File: src/hw/rtl/sapp_pkg.sv
// ----------------------------------------------------------------------------
// sapp_pkg
// types, codes and helpers shared by the puck report parser modules
// ----------------------------------------------------------------------------
package sapp_pkg;

   // axis count default
   localparam int NUM_AXES_DEF = 6;

   // field widths
   localparam int BYTE_W   = 8;
   localparam int NIB_W    = 4;
   localparam int EVENT_W  = 3;
   localparam int INDEX_W  = 3;
   localparam int VALUE_W  = 16;
   localparam int BTN_W    = 9;
   localparam int DZ_W     = 4;
   localparam int LEN_W    = 5;
   localparam int RSP_TDATA_W = INDEX_W + VALUE_W + BTN_W + DZ_W;

   // report buffer: data nibbles between letter and terminator
   localparam int REPORT_MAX = 26;
   localparam int NIB_DEPTH  = REPORT_MAX - 2;
   localparam int AXIS_NIBS  = VALUE_W / NIB_W;

   localparam logic [DZ_W-1:0]    DZ_RESET   = 4'd8;
   localparam logic [VALUE_W-1:0] AXIS_OFFSET = 16'h8000;

   // event codes
   localparam logic [EVENT_W-1:0] EV_AXIS    = 3'd0;
   localparam logic [EVENT_W-1:0] EV_BUTTONS = 3'd1;
   localparam logic [EVENT_W-1:0] EV_OTHER   = 3'd2;
   localparam logic [EVENT_W-1:0] EV_NO_TERM = 3'd3;
   localparam logic [EVENT_W-1:0] EV_UNKNOWN = 3'd4;
   localparam logic [EVENT_W-1:0] EV_MOUSE   = 3'd5;

   // input kinds
   localparam logic MODE_BYTE       = 1'b0;
   localparam logic MODE_RESET_DONE = 1'b1;

   // characters
   localparam logic [BYTE_W-1:0] CH_K  = 8'h6B;
   localparam logic [BYTE_W-1:0] CH_B  = 8'h62;
   localparam logic [BYTE_W-1:0] CH_M  = 8'h6D;
   localparam logic [BYTE_W-1:0] CH_D  = 8'h64;
   localparam logic [BYTE_W-1:0] CH_N  = 8'h6E;
   localparam logic [BYTE_W-1:0] CH_Q  = 8'h71;
   localparam logic [BYTE_W-1:0] CH_Z  = 8'h7A;
   localparam logic [BYTE_W-1:0] CH_P  = 8'h70;
   localparam logic [BYTE_W-1:0] CH_C  = 8'h63;
   localparam logic [BYTE_W-1:0] CH_CR = 8'h0D;

   // controller to datapath commands
   typedef struct packed {
      logic                 shift_in;
      logic                 axis_shift;
      logic                 load_radius_cfg;
      logic                 load_radius_rpt;
      logic                 out_load;
      logic [EVENT_W-1:0]   out_event;
      logic                 out_axis;
      logic                 out_buttons;
      logic                 out_last;
      logic [INDEX_W-1:0]   axis_index;
   } cmd_type;

   // datapath to controller status
   typedef struct packed {
      logic out_free;
      logic mouse_bit;
   } sts_type;

   // report length per command letter, zero for unknown
   function automatic logic [LEN_W-1:0] length_for(input logic [BYTE_W-1:0] c);
      logic [LEN_W-1:0] len;
      unique case (c)
         CH_K:    len = 5'd5;
         CH_B:    len = 5'd2;
         CH_M:    len = 5'd3;
         CH_D:    len = 5'd26;
         CH_N:    len = 5'd3;
         CH_Q:    len = 5'd4;
         CH_Z:    len = 5'd2;
         CH_P:    len = 5'd4;
         CH_C:    len = 5'd4;
         default: len = 5'd0;
      endcase
      return len;
   endfunction

endpackage

File: src/hw/rtl/sapp_ctrl.sv
// ----------------------------------------------------------------------------
// sapp_ctrl
// protocol phase tracking, report framing and result sequencing
// ----------------------------------------------------------------------------
module sapp_ctrl #(
   parameter int NUM_AXES = sapp_pkg::NUM_AXES_DEF
) (
   input  logic                          clock,
   input  logic                          reset,
   input  logic                          req_tvalid,
   output logic                          req_tready,
   input  logic                          req_tuser,
   input  logic [sapp_pkg::BYTE_W-1:0]   req_tdata,
   input  sapp_pkg::sts_type             sts,
   output sapp_pkg::cmd_type             cmd
);

   // controller states
   localparam logic ST_IDLE = 1'b0;
   localparam logic ST_AXIS = 1'b1;

   // protocol phases
   localparam logic [1:0] PH_RESETTING = 2'd0;
   localparam logic [1:0] PH_SYNCING   = 2'd1;
   localparam logic [1:0] PH_READING   = 2'd2;

   localparam logic [sapp_pkg::INDEX_W-1:0] AXIS_LAST = sapp_pkg::INDEX_W'(NUM_AXES - 1);

   logic                          state_ff, state_in;
   logic [1:0]                    phase_ff, phase_in;
   logic [sapp_pkg::LEN_W-1:0]    count_ff, count_in;
   logic [sapp_pkg::LEN_W-1:0]    exp_len_ff, exp_len_in;
   logic [sapp_pkg::BYTE_W-1:0]   letter_ff, letter_in;
   logic [sapp_pkg::INDEX_W-1:0]  axis_ff, axis_in;

   logic                          accept;
   logic [sapp_pkg::LEN_W-1:0]    len;
   logic [sapp_pkg::LEN_W-1:0]    count_next;

   assign req_tready = (state_ff == ST_IDLE) && sts.out_free;
   assign accept     = req_tvalid && req_tready;
   assign len        = sapp_pkg::length_for(req_tdata);
   assign count_next = count_ff + 5'd1;

   // next state and commands
   always_comb begin
      state_in   = state_ff;
      phase_in   = phase_ff;
      count_in   = count_ff;
      exp_len_in = exp_len_ff;
      letter_in  = letter_ff;
      axis_in    = axis_ff;
      cmd        = '0;
      unique case (state_ff)
         ST_IDLE: begin
            if (accept) begin
               if (req_tuser == sapp_pkg::MODE_RESET_DONE) begin
                  cmd.load_radius_cfg = 1'b1;
                  phase_in = PH_SYNCING;
                  count_in = '0;
               end else begin
                  unique case (phase_ff)
                     PH_SYNCING: begin
                        if (len == '0) begin
                           phase_in      = PH_RESETTING;
                           cmd.out_load  = 1'b1;
                           cmd.out_event = sapp_pkg::EV_UNKNOWN;
                           cmd.out_last  = 1'b1;
                        end else begin
                           letter_in  = req_tdata;
                           count_in   = 5'd1;
                           exp_len_in = len;
                           phase_in   = PH_READING;
                        end
                     end
                     PH_READING: begin
                        if (count_next < exp_len_ff) begin
                           cmd.shift_in = 1'b1;
                           count_in     = count_next;
                        end else begin
                           phase_in = PH_SYNCING;
                           count_in = '0;
                           if (req_tdata != sapp_pkg::CH_CR) begin
                              cmd.out_load  = 1'b1;
                              cmd.out_event = sapp_pkg::EV_NO_TERM;
                              cmd.out_last  = 1'b1;
                           end else begin
                              unique case (letter_ff)
                                 sapp_pkg::CH_K: begin
                                    cmd.out_load    = 1'b1;
                                    cmd.out_event   = sapp_pkg::EV_BUTTONS;
                                    cmd.out_buttons = 1'b1;
                                    cmd.out_last    = 1'b1;
                                 end
                                 sapp_pkg::CH_M: begin
                                    cmd.out_load = 1'b1;
                                    cmd.out_last = 1'b1;
                                    if (sts.mouse_bit) begin
                                       cmd.out_event = sapp_pkg::EV_MOUSE;
                                       phase_in      = PH_RESETTING;
                                    end else begin
                                       cmd.out_event = sapp_pkg::EV_OTHER;
                                    end
                                 end
                                 sapp_pkg::CH_D: begin
                                    state_in = ST_AXIS;
                                    axis_in  = '0;
                                 end
                                 sapp_pkg::CH_N: begin
                                    cmd.load_radius_rpt = 1'b1;
                                    cmd.out_load        = 1'b1;
                                    cmd.out_event       = sapp_pkg::EV_OTHER;
                                    cmd.out_last        = 1'b1;
                                 end
                                 default: begin
                                    cmd.out_load  = 1'b1;
                                    cmd.out_event = sapp_pkg::EV_OTHER;
                                    cmd.out_last  = 1'b1;
                                 end
                              endcase
                           end
                        end
                     end
                     default: begin
                        // bytes are dropped while the device is resetting
                     end
                  endcase
               end
            end
         end
         ST_AXIS: begin
            // one axis word per free output slot
            if (sts.out_free) begin
               cmd.out_load   = 1'b1;
               cmd.out_event  = sapp_pkg::EV_AXIS;
               cmd.out_axis   = 1'b1;
               cmd.axis_index = axis_ff;
               cmd.axis_shift = 1'b1;
               if (axis_ff == AXIS_LAST) begin
                  cmd.out_last = 1'b1;
                  state_in     = ST_IDLE;
               end else begin
                  axis_in = axis_ff + 3'd1;
               end
            end
         end
         default: state_in = ST_IDLE;
      endcase
   end

   // control registers
   always_ff @(posedge clock) begin
      if (reset) begin
         state_ff   <= ST_IDLE;
         phase_ff   <= PH_RESETTING;
         count_ff   <= '0;
         exp_len_ff <= '0;
         letter_ff  <= '0;
         axis_ff    <= '0;
      end else begin
         state_ff   <= state_in;
         phase_ff   <= phase_in;
         count_ff   <= count_in;
         exp_len_ff <= exp_len_in;
         letter_ff  <= letter_in;
         axis_ff    <= axis_in;
      end
   end

endmodule

File: src/hw/rtl/sapp_datapath.sv
// ----------------------------------------------------------------------------
// sapp_datapath
// report nibble shift line, dead zone radius, axis decode and result register
// ----------------------------------------------------------------------------
module sapp_datapath (
   input  logic                              clock,
   input  logic                              reset,
   input  sapp_pkg::cmd_type                 cmd,
   output sapp_pkg::sts_type                 sts,
   input  logic [sapp_pkg::BYTE_W-1:0]       rx_byte,
   input  logic                              csr_wr_en,
   input  logic [sapp_pkg::DZ_W-1:0]         csr_wr_data,
   output logic                              rsp_tvalid,
   input  logic                              rsp_tready,
   output logic [sapp_pkg::EVENT_W-1:0]      rsp_tuser,
   output logic [sapp_pkg::RSP_TDATA_W-1:0]  rsp_tdata,
   output logic                              rsp_tlast
);

   localparam int ND = sapp_pkg::NIB_DEPTH;
   localparam int AN = sapp_pkg::AXIS_NIBS;

   logic [ND-1:0][sapp_pkg::NIB_W-1:0]   nib_ff, nib_in;
   logic [sapp_pkg::DZ_W-1:0]            dz_cfg_ff, dz_cfg_in;
   logic [sapp_pkg::DZ_W-1:0]            radius_ff, radius_in;

   logic                                 valid_ff, valid_in;
   logic [sapp_pkg::EVENT_W-1:0]         event_ff, event_in;
   logic [sapp_pkg::INDEX_W-1:0]         index_ff, index_in;
   logic [sapp_pkg::VALUE_W-1:0]         value_ff, value_in;
   logic [sapp_pkg::BTN_W-1:0]           btn_ff, btn_in;
   logic [sapp_pkg::DZ_W-1:0]            dz_ff, dz_in;
   logic                                 last_ff, last_in;

   logic [sapp_pkg::VALUE_W-1:0]         raw;
   logic signed [sapp_pkg::VALUE_W:0]    val_ext;
   logic signed [sapp_pkg::VALUE_W:0]    rad_ext;
   logic                                 in_zone;
   logic [sapp_pkg::VALUE_W-1:0]         axis_val;
   logic [sapp_pkg::BTN_W-1:0]           btn_val;

   // status toward the controller
   assign sts.out_free  = !valid_ff || rsp_tready;
   assign sts.mouse_bit = nib_ff[0][3];

   // nibble shift line: new data nibble in, or one axis word out
   always_comb begin
      nib_in = nib_ff;
      if (cmd.shift_in) begin
         nib_in = {nib_ff[ND-2:0], rx_byte[sapp_pkg::NIB_W-1:0]};
      end else if (cmd.axis_shift) begin
         nib_in = {nib_ff[ND-1-AN:0], {(AN * sapp_pkg::NIB_W){1'b0}}};
      end
   end

   // dead zone radius and its reload value
   always_comb begin
      dz_cfg_in = csr_wr_en ? csr_wr_data : dz_cfg_ff;
      priority if (cmd.load_radius_cfg) begin
         radius_in = dz_cfg_ff;
      end else if (cmd.load_radius_rpt) begin
         radius_in = nib_ff[0];
      end else begin
         radius_in = radius_ff;
      end
   end

   // axis word from the oldest four nibbles, offset and dead zone
   assign raw     = nib_ff[ND-1:ND-AN];
   assign val_ext = $signed({raw[sapp_pkg::VALUE_W-1] ^ 1'b1, raw ^ sapp_pkg::AXIS_OFFSET});
   assign rad_ext = $signed({{(sapp_pkg::VALUE_W + 1 - sapp_pkg::DZ_W){1'b0}}, radius_ff});
   assign in_zone = (val_ext <= rad_ext) && (val_ext >= -rad_ext);
   assign axis_val = in_zone ? '0 : val_ext[sapp_pkg::VALUE_W-1:0];

   // buttons: key 5-8 nibble, key 1-4 nibble, star bit
   assign btn_val = {nib_ff[1], nib_ff[2], nib_ff[0][0]};

   // result register
   always_comb begin
      valid_in = valid_ff;
      event_in = event_ff;
      index_in = index_ff;
      value_in = value_ff;
      btn_in   = btn_ff;
      dz_in    = dz_ff;
      last_in  = last_ff;
      if (cmd.out_load) begin
         valid_in = 1'b1;
         event_in = cmd.out_event;
         index_in = cmd.out_axis ? cmd.axis_index : '0;
         value_in = cmd.out_axis ? axis_val : '0;
         btn_in   = cmd.out_buttons ? btn_val : '0;
         dz_in    = radius_in;
         last_in  = cmd.out_last;
      end else if (rsp_tready) begin
         valid_in = 1'b0;
      end
   end

   // control and configuration registers
   always_ff @(posedge clock) begin
      if (reset) begin
         valid_ff  <= 1'b0;
         dz_cfg_ff <= sapp_pkg::DZ_RESET;
         radius_ff <= sapp_pkg::DZ_RESET;
      end else begin
         valid_ff  <= valid_in;
         dz_cfg_ff <= dz_cfg_in;
         radius_ff <= radius_in;
      end
   end

   // payload registers
   always_ff @(posedge clock) begin
      nib_ff   <= nib_in;
      event_ff <= event_in;
      index_ff <= index_in;
      value_ff <= value_in;
      btn_ff   <= btn_in;
      dz_ff    <= dz_in;
      last_ff  <= last_in;
   end

   assign rsp_tvalid = valid_ff;
   assign rsp_tuser  = event_ff;
   assign rsp_tdata  = {dz_ff, btn_ff, value_ff, index_ff};
   assign rsp_tlast  = last_ff;

endmodule

File: src/hw/rtl/six_axis_puck_report_parser.sv
// Output: a word that completes a report shows its result on rsp the cycle after it is taken;
// after a 'd' report the sequencer state is registered first, then the axis words load the
// result register in turn, one per cycle while rsp_tready stays high.
// Throughput: one input word per cycle while the result register is free or being drained;
// the axis sequencer holds off input after a 'd' report until its last axis word is loaded.
// Reset: synchronous; the parser waits for a device reset word, dead zone radius
// and its reload register come up as 8, no result pending.
// ----------------------------------------------------------------------------
// six_axis_puck_report_parser
// parses the serial report stream of a six-axis puck into axis, button and status words
// ----------------------------------------------------------------------------
module six_axis_puck_report_parser #(
   parameter int NUM_AXES = sapp_pkg::NUM_AXES_DEF
) (
   input  logic                              clock,
   input  logic                              reset,
   // request stream
   input  logic                              req_tvalid,
   output logic                              req_tready,
   input  logic [sapp_pkg::BYTE_W-1:0]       req_tdata,   // rx_byte
   input  logic                              req_tuser,   // mode
   // response stream
   output logic                              rsp_tvalid,
   input  logic                              rsp_tready,
   output logic [sapp_pkg::RSP_TDATA_W-1:0]  rsp_tdata,   // axis_index, axis_value, buttons, dead_zone
   output logic [sapp_pkg::EVENT_W-1:0]      rsp_tuser,   // event_res
   output logic                              rsp_tlast,   // last
   // dead zone reload register
   input  logic                              csr_wr_en,
   input  logic [sapp_pkg::DZ_W-1:0]         csr_wr_data
);

   sapp_pkg::cmd_type cmd;
   sapp_pkg::sts_type sts;

   // framing and sequencing
   sapp_ctrl #(
      .NUM_AXES (NUM_AXES)
   ) u_ctrl (
      .clock      (clock),
      .reset      (reset),
      .req_tvalid (req_tvalid),
      .req_tready (req_tready),
      .req_tuser  (req_tuser),
      .req_tdata  (req_tdata),
      .sts        (sts),
      .cmd        (cmd)
   );

   // report storage and result formation
   sapp_datapath u_datapath (
      .clock       (clock),
      .reset       (reset),
      .cmd         (cmd),
      .sts         (sts),
      .rx_byte     (req_tdata),
      .csr_wr_en   (csr_wr_en),
      .csr_wr_data (csr_wr_data),
      .rsp_tvalid  (rsp_tvalid),
      .rsp_tready  (rsp_tready),
      .rsp_tuser   (rsp_tuser),
      .rsp_tdata   (rsp_tdata),
      .rsp_tlast   (rsp_tlast)
   );

endmodule

File: config.mk
export PLATFORM = sky130hd
export DESIGN_NAME = six_axis_puck_report_parser
export DESIGN_NICKNAME = d
export VERILOG_FILES = /design/src/hw/rtl/sapp_pkg.sv /design/src/hw/rtl/sapp_ctrl.sv /design/src/hw/rtl/sapp_datapath.sv /design/src/hw/rtl/six_axis_puck_report_parser.sv
export SDC_FILE = /design/constraint.sdc
export NUM_CORES = 1
export LEC_CHECK = 0
export BUFFER_PORTS_ARGS = -buffer_cell sky130_fd_sc_hd__buf_2
export CAP_MARGIN = 25
export CORE_MARGIN = 5
export CORE_UTILIZATION = 65
export DETAILED_ROUTE_END_ITERATION = 12
export GPL_TIMING_DRIVEN = 0
export HOLD_SLACK_MARGIN = 0.05
export PLACE_DENSITY = 0.95
export SKIP_CTS_REPAIR_TIMING = 1
export SLEW_MARGIN = 15
export SYNTH_ARGS = -nofsm -noshare
export SYNTH_HDL_FRONTEND = slang
export SYNTH_HIERARCHICAL = 1
export SYNTH_SLANG_ARGS = --single-unit
File: constraint.sdc
create_clock -name clock -period 9.3 [get_ports clock]
set_input_delay 0.93 -clock clock [delete_from_list [all_inputs] [get_ports clock]]
set_output_delay 0.93 -clock clock [all_outputs]
set_load 0.03 [all_outputs]
# Yosys cells after proc, flatten, opt, wreduce, memory -nomap -nowiden
# Index checks and enable logic that the tools add are counted.
# classes
n_addsub	3
order_cmp	3
n_eq_ne	27
n_mux	73
bitwise_logic	5
n_reduce_logical	18
# op_table
op	n
two-way mux 96 bit	2
== test 8 x 7 -> 1 bit, second input constant	13
two-way mux 1 bit	31
two-way mux 5 bit	6
two-way mux 3 bit	9
one-hot mux 5 bit (5 select lines)	1
two-way mux 4 bit	5
two-way mux 2 bit	9
greater-or-equal comparator 16 x 17 -> 1 bit	1
negation 4 -> 17 bit	1
<= comparator 16 x 5 -> 1 bit	1
one-hot mux 4 bit (2 select lines)	2
inequality test 2 bit, second input constant	6
one-hot mux 4 bit (3 select lines)	1
one-hot mux 5 bit (2 select lines)	1
inequality test 8 x 4 -> 1 bit, second input constant	1
AND reduction 4 bit	2
AND reduction 8 bit	1
two-way mux 6 bit	1
inequality test 3 bit, second input constant	2
one-hot mux 1 bit (2 select lines)	3
one-hot mux 3 bit (2 select lines)	1
OR reduction 2 bit	3
adder 5 x 1 -> 5 bit, second input constant	1
17 further kinds	25
# word_totals
regBits	165
inputBits	18
out_inout_bits	38
word_cells	168

# Depth between registers and ports, before layout
# Gate-level depths: netlist of run 1.
# depth
ltp_word	11
mapped_depth	13
depth_no_buf	12

# Modules after synthesis
# The synthesis of run 1 kept the hierarchy.
# modules_own_cells
mod	instances	cells_per_inst	area_each_um2	seq_area_each_um2
sapp_datapath	1	406	6366.1	4144.0
sapp_ctrl	1	218	1705.4	460.4

# Worst setup path before layout of run 1
# OpenSTA, ideal clock, no wires.
# synth_path
path_kind	register -> register
startpoint	register u_ctrl/count_ff[0] in the netlist's numbering
endpoint	register u_datapath.nib_ff (netlist bit u_datapath/btn_val[0]), enable pin
t_arrival_ps	3687
required_time_ps	8886
slack_ps	5199
stages_incl_launch_ff	12
synth_period_minus_slack_ps	4101
cell_sequence	dfxtp_1 ha_1 xor2_1 ha_1 a21o_1 a31oi_1 a21oi_1 nor2_1 clkbuf_1 clkbuf_1 clkbuf_1 or2_2
# synth_lines
item	line	rtl
start: declaration	sapp_ctrl.sv:31	logic [sapp_pkg::LEN_W-1:0] count_ff, count_in;
start signal: assignment	sapp_ctrl.sv:163	count_ff <= count_in;
end signal: assignment	sapp_datapath.sv:115	nib_ff <= nib_in;
end: declaration	sapp_datapath.sv:23	logic [ND-1:0][sapp_pkg::NIB_W-1:0] nib_ff, nib_in;

==> results of run 1 <==
-- power by group --
group	total, uW	switching, uW	leakage, uW	internal (uW)
Sequential	788	2.63	0.00144	785
Combinational	65.3	39.9	0.00152	25.4
Clock	709	298	0.000290	411
-- per-layer routing --
| layer | vias to the layer above | part of all wire | routed length, um | track usage |
|---|---|---|---|---|
| met4 | 0 | 0.029 | 482 | 0.0959 |
| met2 | 208 | 0.49 | 8050 | 0.393 |
| met1 | 2574 | 0.42 | 6870 | 0.291 |
| li1 | 2487 | - | - | - |
| met5 | - | 0 | 0 | 0 |
| met3 | 49 | 0.062 | 1020 | 0.0601 |
-- through the flow --
stage                     area [um2]   util  setup WS [ns]  total power, uW
after floorplan                 8070      -           5.20              850
after global placement          8550  0.706           4.09              864
after detailed placement        8600  0.710           4.58              867
after CTS                       9200  0.760           4.50             1570
after global routing            9210  0.760           4.20             1610
final                           9210  0.760           4.43             1560
-- worst min-delay path, delay by kind of cell, from the launching register on --
kind             cells  cell delay, ns
AO/OA/AOI/OAI        1            0.06
flip-flops           1            0.31
AND/OR/NAND/NOR      1            0.05
-- synth_stat cells, drive strengths merged (7+ instances only) --
cell type	count
a21oi	26
nor3	10
mux2	80
ha	29
clkbuf	21
nor2b	9
inv	24
mux2i	14
dfxtp	32
nor2	32
a31oi	19
o21ai	19
nand3	10
nand3b	7
and3	7
and2	29
buf	12
edfxtp	132
nand2	38
-- logic make-up (layout without fill, tap and decap cells) --
kind of cell	count (synthesis)	after routing	share of synthesized area
AOI/OAI and AO/OA	96	96	0.0932
xor gates and xnor gates	7	7	0.00760
adders and majority gates	29	29	0.0450
buffers and inverters	57	145	0.0338
DFF	164	164	0.570
muxes	94	94	0.129
and+or+nand+nor	177	177	0.121
-- layout by cell type, fill, tap and decap left out, drive strengths merged, types with 7 or more instances in the layout --
master	Yosys	final
a31oi	19	19
edfxtp	132	132
and3	7	7
a21oi	26	26
mux2i	14	14
and2	29	29
buf	12	67
nor3	10	10
nand3b	7	7
dfxtp	32	32
mux2	80	80
nor2b	9	9
nand3	10	10
clkbuf	21	41
inv	24	32
nor2	32	32
ha	29	29
o21ai	19	19
nand2	38	38
-- state kept, by name, indices dropped and copies added, names as in the netlist --
| name | cells |
|---|---|
| u_ctrl/count_ff | 5 |
| u_ctrl/exp_len_ff | 4 |
| u_ctrl/letter_ff | 8 |
| u_datapath/dz_cfg_ff | 4 |
| u_datapath/rsp_tuser | 3 |
| u_datapath/nib_ff | 86 |
| u_datapath/rsp_tlast | 1 |
| u_datapath/index_ff | 3 |
| u_ctrl/phase_ff | 2 |
| u_datapath/rsp_tvalid | 1 |
| u_ctrl/state_ff | 1 |
| u_datapath/dz_ff | 4 |
| u_datapath/btn_ff | 9 |
| u_datapath/value_ff | 16 |
| u_datapath/radius_ff | 4 |
| u_ctrl/axis_ff | 3 |
| u_datapath/btn_val | 9 |
| u_datapath/sts | 1 |
-- cell type report --
type	count	share of cell area
Timing Repair Buffer	56	0.0348
Sequential cell	164	0.500
Tap cell	168	0.0228
Clock inverter	13	0.0173
Clock buffer	19	0.0481
Multi-Input combinational cell	403	0.347
Buffer	33	0.0198
Inverter	24	0.00978
-- worst min path at each step --
stage | slack (ns) | endpoint | startpoint | cells after the start
6_report | 0.47 | u_ctrl/exp_len_ff[2] | u_ctrl/exp_len_ff[2] | 2
5_1_grt | 0.48 | u_ctrl/letter_ff[5] | u_ctrl/letter_ff[5] | 2
4_1_cts | 0.46 | u_ctrl/exp_len_ff[1] | u_ctrl/exp_len_ff[1] | 2
3_5_place_dp | 0.46 | u_ctrl/exp_len_ff[1] | u_ctrl/exp_len_ff[1] | 2
3_3_place_gp | 0.44 | u_ctrl/letter_ff[5] | u_ctrl/letter_ff[5] | 2
2_1_floorplan | 0.43 | u_ctrl/letter_ff[5] | u_ctrl/letter_ff[5] | 2
==> results.txt, run 1 <==
layout filler cell count: 745
first-pass iteration count of the detailed router: 5
Antenna Violating Nets Remaining: 0
maximum clock rate: 205 MHz
hold crit path type: reg2reg
Reg-to-Reg Start: u_ctrl/count_ff[0]
Slew @ Worst Pin: 0.819 ns
area of the multi-input gates: 0.00320 mm2
Final Wtd Congestion: 0.865
vias in the first global route: 5,311
leading area contributor after synthesis: sky130_fd_sc_hd__edfxtp_1
vertical die dimension: 121 um
final HPWL from detailed placement: 11,400 um
Site Rows: 40
Max VDD drop: 0.181 mV
worst reg-to-reg setup slack: 4.43 ns
DIE WIDTH: 121 um
Yosys warning total: 6
Max Cap Violations: 0
Vias per Instance: 6.04
routed length per placed instance: 18.7 um
Reg2Reg Depth: 12
Final Hold Viols: 0
final period demand of the worst path: 4.87 ns
worst path cell trace: ha_1 > xor2_1 > ha_1 > a21o_1 > a31oi_1 > a21oi_1 > nor2_1 > clkbuf_1 > clkbuf_1 > clkbuf_1 > or2_4 > buf_12
category of the worst setup path launch point: register
Sink Count: 164
count of cell types in the netlist: 64
number of synthesized flops with an enable pin: 132
setup repair after global routing missed its margin: no
total detailed-routing wirelength: 16,400 um
number of synthesized register bits: 164
Tcrit/Tclk final: 0.524
pwr/cell area: 170 mW/mm2
Initial DRC Count: 369
leftover overflow at the end of global routing: 0
data arrival time of the critical path: 4.99 ns
residual DRC count: 0
fraction of layout cells with a size suffix above 1: 0.291
Clock H-tree levels: 4
area inside the core boundary: 0.0121 mm2
clock-pin slew reported for the worst setup and hold paths after clock tree synthesis: 0.06 ns
Synth area leaders: sky130_fd_sc_hd__edfxtp_1 (49%), sky130_fd_sc_hd__mux2_2 (11%), sky130_fd_sc_hd__dfxtp_1 (7.9%)
CP peak stage delay: 0.73 ns
timing endpoint of the critical path: u_datapath/nib_ff[21]
largest net degree at the start of global routing: 56
wire length of the first global-routing pass: 26,900 um
Final Instance Count excl. Fillers: 880
Seq/Total Area, Yosys: 0.570
worst setup path start: u_ctrl/count_ff[0]
number of antenna violations at the first check in global routing: 0
summed instance area of the synthesized netlist: 0.00807 mm2
vias after detailed routing: 5,318
dominant register cell in the synthesized netlist: sky130_fd_sc_hd__edfxtp_1
number of standard cells after synthesis: 624
crit end category: register
Reg2Reg Capture Point: u_datapath/nib_ff[21]
count of pins on the block boundary: 56
Fin Clk Skew: 0.0114 ns
CTS Root Buffer Type: sky130_fd_sc_hd__clkbuf_16
total placed cells including tap cells: 847
flip-flop and latch area: 0.00460 mm2
buffer depth of the longest clock path: 2
antenna diode count: 0
IO Port Bufs: 53
leakage dissipation: 0.00325 uW
All-Layer GR Usage: 0.235
number of nets produced by synthesis: 671
Buf+Inv Stages, Crit Path: 4
Inserted Clock Buffers: 17
CTS tree: done
cell occurring most often along the worst timing path: sky130_fd_sc_hd__clkbuf_1
Slowest-stage cell, CP: sky130_fd_sc_hd__or2_4
Clock Latency Late Sink: 0.43 ns
outcome: finished clean
ys async rst share: 0
max-slew headroom at the worst pin: 0.446
Layout Nets: 746
Setup Total Neg Slack: 0 ns
Critical Path RT: 9.42 ns
total stage count of the critical path: 12
fraction of post-synthesis cell area in the top cell type by area: 0.491
average footprint of a synthesized cell: 12.9 um2
Die Footprint: 0.0147 mm2
hold slack: 0.465 ns
Setup Crit Path Kind: reg2reg
top cell family by delay on the critical path: buffers and inverters
max-slew violations: 0
final setup violation count: 0
growth of design area from synthesis to finish: 14.1%
Initial Util: 0.666
Critical Path Fanout Max: 55
(Power assumes the default switching activity.)
==> inputs of run 2 (changes only) <==
--- a/config.mk
+++ b/config.mk
@@ -8,11 +8,11 @@
 export BUFFER_PORTS_ARGS = -buffer_cell sky130_fd_sc_hd__buf_2
 export CAP_MARGIN = 25
 export CORE_MARGIN = 5
-export CORE_UTILIZATION = 65
+export CORE_UTILIZATION = 55
 export DETAILED_ROUTE_END_ITERATION = 12
 export GPL_TIMING_DRIVEN = 0
 export HOLD_SLACK_MARGIN = 0.05
-export PLACE_DENSITY = 0.95
+export PLACE_DENSITY = 0.88
 export SKIP_CTS_REPAIR_TIMING = 1
 export SLEW_MARGIN = 15
 export SYNTH_ARGS = -nofsm -noshare
==> constraint.sdc (replaced) <==
create_clock -name clock -period 4.1 [get_ports clock]
set_input_delay 0.41 -clock clock [delete_from_list [all_inputs] [get_ports clock]]
set_output_delay 0.41 -clock clock [all_outputs]
set_load 0.03 [all_outputs]
==> results.txt, run 2 (synthesis gave the netlist of run 1 again) <==
outcome: finished clean
DIE WIDTH: 131 um
Critical Path RT: 4.22 ns
largest net degree at the start of global routing: 69
Site Rows: 44
IO Port Bufs: 53
residual DRC count: 0
Vias per Instance: 5.88
Die Footprint: 0.0172 mm2
area inside the core boundary: 0.0145 mm2
vias in the first global route: 5,442
data arrival time of the critical path: 3.98 ns
Max Cap Violations: 0
crit end category: register
max-slew headroom at the worst pin: 0.421
most used cells in the layout excluding fill and tap cells: sky130_fd_sc_hd__edfxtp_1 (132), sky130_fd_sc_hd__mux2_2 (80), sky130_fd_sc_hd__buf_2 (57)
Final Wtd Congestion: 0.871
Final Hold Viols: 0
maximum clock rate: 259 MHz
Setup Total Neg Slack: 0 ns
CTS tree: done
vias after detailed routing: 5,308
final setup violation count: 0
Sink Count: 164
max FFs per register: 86
Clock H-tree levels: 4
setup repair after global routing missed its margin: no
vertical die dimension: 131 um
Antenna Violating Nets Remaining: 0
Max VDD drop: 0.292 mV
final HPWL from detailed placement: 11,800 um
leading cell type in the layout, fill and taps excluded: sky130_fd_sc_hd__edfxtp_1
fraction of layout cells with a size suffix above 1: 0.294
max-slew violations: 0
Setup Crit Path Kind: reg2reg
buffer depth of the longest clock path: 2
leading registers by flop count: u_datapath/nib_ff x86, u_datapath/value_ff x16
count of pins on the block boundary: 56
clock-pin slew reported for the worst setup and hold paths after clock tree synthesis: 0.06 ns
first-pass iteration count of the detailed router: 5
Tcrit/Tclk final: 0.941
register containing the most flip-flops in the final layout: u_datapath/nib_ff
Initial Util: 0.557
final period demand of the worst path: 3.86 ns
Initial DRC Count: 353
Inserted Clock Buffers: 17
hold crit path type: in2reg
total detailed-routing wirelength: 16,600 um
number of antenna violations at the first check in global routing: 0
leftover overflow at the end of global routing: 0
Clock Latency Late Sink: 0.42 ns
Slew @ Worst Pin: 0.859 ns
Layout Nets: 752
category of the worst setup path launch point: register
leakage dissipation: 0.00328 uW
routed length per placed instance: 18.5 um
CTS Root Buffer Type: sky130_fd_sc_hd__clkbuf_16
Critical Path Fanout Max: 34
growth of design area from synthesis to finish: 14.8%
final core area utilization: 0.640
All-Layer GR Usage: 0.193
Fin Clk Skew: 0.0104 ns
pwr/cell area: 374 mW/mm2
wire length of the first global-routing pass: 27,300 um
antenna diode count: 0
run 2: area by class of cell:
cell class / count / area (um2)
fill: 1032 / 5210
clock inverter: 12 / 128
sequential: 164 / 4600
timing repair buffer: 61 / 383
multi-input combinational: 404 / 3210
inverter: 24 / 90.1
tap: 184 / 230
clock buffer: 20 / 437
buffer: 33 / 188
run 2: power breakdown:
| group | internal [uW] | total, uW | leakage [uW] | switching [uW] |
|---|---|---|---|---|
| Clock | 896 | 1530 | 0.000270 | 634 |
| Combinational | 57.7 | 147 | 0.00157 | 88.9 |
| Sequential | 1780 | 1790 | 0.00144 | 6.43 |
run 2: path summary, 6_finish.rpt:
path	startpoint	to	slack (ns)	depth (start not counted)
max reg2reg	u_ctrl/count_ff[0]	u_datapath/nib_ff[90]	0.24	12
min reg2reg	u_ctrl/exp_len_ff[1]	u_ctrl/exp_len_ff[1]	0.46	2
max	u_ctrl/count_ff[0]	u_datapath/nib_ff[90]	0.24	12
min	csr_wr_data[3]	u_datapath/dz_cfg_ff[3]	0.20	2
run 2: critical path: stages, from the launching register on:
cell and delay [ns]:
sky130_fd_sc_hd__dfxtp_1 0.43, sky130_fd_sc_hd__ha_1 0.27, sky130_fd_sc_hd__xor2_1 0.18, sky130_fd_sc_hd__ha_1 0.26, sky130_fd_sc_hd__a21o_1 0.18, sky130_fd_sc_hd__a31oi_1 0.32
sky130_fd_sc_hd__a21oi_1 0.28, sky130_fd_sc_hd__nor2_1 0.17, sky130_fd_sc_hd__clkbuf_1 0.29, sky130_fd_sc_hd__clkbuf_4 0.32, sky130_fd_sc_hd__clkbuf_2 0.30, sky130_fd_sc_hd__or2_4 0.26
sky130_fd_sc_hd__clkbuf_16 0.25
run 2: routing by layer:
metal  wire length [um]  track usage  share of wire
met4                272       0.0693          0.016
met1               7090        0.239           0.43
met3                935       0.0554          0.056
met2               8350        0.323           0.50
met5                  0            0              0
run 2: per-stage QoR:
stage	hold WS [ns]	worst slack, ns	power [uW]	instances	instance area, um2
6_report	0.201	0.244	3460	902	9270
5_1_grt	0.216	0.0216	3580	902	9270
4_1_cts	0.186	-0.551	3490	895	9190
3_5_place_dp	0.451	-0.531	1970	863	8630
3_3_place_gp	0.445	-0.622	1960	861	8570
2_1_floorplan	0.431	0.468	1930	624	8070
==> inputs of run 3 (changes only) <==
--- a/config.mk
+++ b/config.mk
@@ -6,16 +6,16 @@
 export NUM_CORES = 1
 export LEC_CHECK = 0
 export BUFFER_PORTS_ARGS = -buffer_cell sky130_fd_sc_hd__buf_2
-export CAP_MARGIN = 25
+export CAP_MARGIN = 20
 export CORE_MARGIN = 5
-export CORE_UTILIZATION = 55
+export CORE_UTILIZATION = 54
+export CTS_CLUSTER_SIZE = 25
 export DETAILED_ROUTE_END_ITERATION = 12
 export GPL_TIMING_DRIVEN = 0
 export HOLD_SLACK_MARGIN = 0.05
-export PLACE_DENSITY = 0.88
+export PLACE_DENSITY = 0.86
 export SKIP_CTS_REPAIR_TIMING = 1
 export SLEW_MARGIN = 15
 export SYNTH_ARGS = -nofsm -noshare
 export SYNTH_HDL_FRONTEND = slang
-export SYNTH_HIERARCHICAL = 1
 export SYNTH_SLANG_ARGS = --single-unit
==> results.txt, run 3 <==
outcome: finished clean
Critical Path Fanout Max: 48
Max VDD drop: 0.368 mV
Setup Crit Path Kind: reg2reg
dominant register cell in the synthesized netlist: sky130_fd_sc_hd__edfxtp_1
Seq/Total Area, Yosys: 0.592
count of cell types in the netlist: 61
wire length of the first global-routing pass: 25,600 um
leading cell type in the layout, fill and taps excluded: sky130_fd_sc_hd__edfxtp_1
number of synthesized register bits: 164
Yosys warning total: 0
leakage dissipation: 0.00327 uW
total detailed-routing wirelength: 15,800 um
max-slew violations: 0
most used cells in the layout excluding fill and tap cells: sky130_fd_sc_hd__edfxtp_1 (132), sky130_fd_sc_hd__mux2_2 (76), sky130_fd_sc_hd__buf_2 (57)
Initial DRC Count: 363
origin of the worst min-delay path: csr_wr_data[3]
vias in the first global route: 5,053
Reg-to-Reg Start: u_ctrl.count_ff[0]
final setup violation count: 0
IO Port Bufs: 53
largest net degree at the start of global routing: 50
Tcrit/Tclk final: 0.873
leading registers by flop count: u_datapath.nib_ff x86, u_datapath.value_ff x16
area inside the core boundary: 0.0140 mm2
leading area contributor after synthesis: sky130_fd_sc_hd__edfxtp_1
Sink Count: 164
antenna diode count: 0
All-Layer GR Usage: 0.195
first-pass iteration count of the detailed router: 5
Vias per Instance: 5.88
number of standard cells after synthesis: 581
Final Hold Viols: 0
residual DRC count: 0
growth of design area from synthesis to finish: 15.3%
Setup Total Neg Slack: 0 ns
most instantiated cells after synthesis: sky130_fd_sc_hd__edfxtp_1 (132), sky130_fd_sc_hd__mux2_2 (76), sky130_fd_sc_hd__nor2_1 (33), sky130_fd_sc_hd__dfxtp_1 (32), sky130_fd_sc_hd__ha_1 (31)
CTS Root Buffer Type: sky130_fd_sc_hd__clkbuf_16
ys async rst share: 0
Initial Util: 0.556
Fin Clk Skew: 0.00870 ns
clock-pin slew reported for the worst setup and hold paths after clock tree synthesis: 0.06 ns
Post-Place Worst Slack: 0.110 ns
routed length per placed instance: 18.6 um
vertical die dimension: 130 um
Final Wtd Congestion: 0.909
Antenna Violating Nets Remaining: 0
final core area utilization: 0.642
hold crit path type: in2reg
summed instance area of the synthesized netlist: 0.00778 mm2
number of synthesized flops with an enable pin: 132
worst reg-to-reg setup slack: 0.52 ns
fraction of post-synthesis cell area in the top cell type by area: 0.509
Clock H-tree levels: 4
setup repair after global routing missed its margin: no
Inserted Clock Buffers: 17
final HPWL from detailed placement: 11,100 um
register containing the most flip-flops in the final layout: u_datapath.nib_ff
Site Rows: 43
max FFs per register: 86
buffer depth of the longest clock path: 2
Max Cap Violations: 0
CTS tree: done
DIE WIDTH: 130 um
Critical Path RT: 4.20 ns
Die Footprint: 0.0169 mm2
max-slew headroom at the worst pin: 0.456
crit end category: register
number of nets produced by synthesis: 630
count of pins on the block boundary: 56
vias after detailed routing: 4,997
leftover overflow at the end of global routing: 0
pwr/cell area: 401 mW/mm2
number of antenna violations at the first check in global routing: 0
PnR worst setup slack: 0.519 ns
Layout Nets: 706
fraction of layout cells with a size suffix above 1: 0.290
data arrival time of the critical path: 3.68 ns
Synth area leaders: sky130_fd_sc_hd__edfxtp_1 (51%), sky130_fd_sc_hd__mux2_2 (11%), sky130_fd_sc_hd__dfxtp_1 (8.2%)
Slew @ Worst Pin: 0.808 ns
most common cell in the netlist: sky130_fd_sc_hd__edfxtp_1
average footprint of a synthesized cell: 13.4 um2
category of the worst setup path launch point: register
Clock Latency Late Sink: 0.42 ns
worst setup path start: u_ctrl.count_ff[0]
final period demand of the worst path: 3.58 ns
maximum clock rate: 279 MHz
hold slack: 0.211 ns
[run 3: changes by cell type in the layout (fill, tap and decap cells not counted), sizes merged, moves of 7 or more]
cell	delta
and2	-20
nand2	-19
a31oi	-17
a21boi	+16
and3	+13
clkbuf	-10
o21ai	-9
nor2b	-7
[run 3: layout make-up]
type	count	area (um2)
flip-flops and latches	164	4600
fillers	1037	5010
multi-input cells	372	2980
inverters	20	75.1
clock buffers	20	457
repair buffers	56	318
plain buffers	26	143
well taps	180	225
clock inverters	12	176
[run 3: path summary, 6_finish.rpt]
| check | end | cells after the start |
|---|---|---|
| max | u_datapath.nib_ff[37] | 10 |
| min | u_datapath.dz_cfg_ff[3] | 3 |
| max reg2reg | u_datapath.nib_ff[37] | 10 |
| min reg2reg | u_ctrl.letter_ff[5] | 2 |
[run 3: kinds of logic (layout without fill, tap and decap cells)]
group	Yosys count	in the layout	share of synthesized area
multiplexers	93	93	0.132
AO/OA/AOI/OAI	94	94	0.0835
buffers and inverters	46	134	0.0280
XOR/XNOR	6	6	0.00675
AND/OR/NAND/NOR	147	148	0.108
flip-flops	164	164	0.592
adder cells (fa/ha/maj)	31	31	0.0498
[run 3: power by group]
group          internal, uW  switching (uW)
registers              1780            6.74
logic                  47.2            77.6
clock network          1050             634
total                  2880             718
[run 3: critical path, stage by stage (launching register included)]
cell and delay, ns:
sky130_fd_sc_hd__dfxtp_1 0.41, sky130_fd_sc_hd__ha_1 0.28, sky130_fd_sc_hd__nand3_1 0.12, sky130_fd_sc_hd__xnor2_1 0.21, sky130_fd_sc_hd__ha_1 0.30, sky130_fd_sc_hd__a21oi_1 0.27
sky130_fd_sc_hd__nand2_1 0.21, sky130_fd_sc_hd__nor3_4 0.46, sky130_fd_sc_hd__buf_4 0.29, sky130_fd_sc_hd__or2_4 0.38, sky130_fd_sc_hd__buf_12 0.30
[run 3: per-stage QoR]
step,instances,power (uW),cell area [um2]
6_report,850,3600,8970
5_1_grt,850,3720,8970
2_1_floorplan,581,1910,7780
3_3_place_gp,814,1940,8270
4_1_cts,849,3620,8960
3_5_place_dp,817,1950,8330
[run 3: layer usage]
layer,share of wire,global-route usage,vias up,wire length (um)
li1,-,-,2367,-
met1,0.42,0.237,2459,6640
met2,0.51,0.335,141,8000
met3,0.052,0.0430,30,830
met4,0.023,0.0819,0,361
met5,0,0,-,0
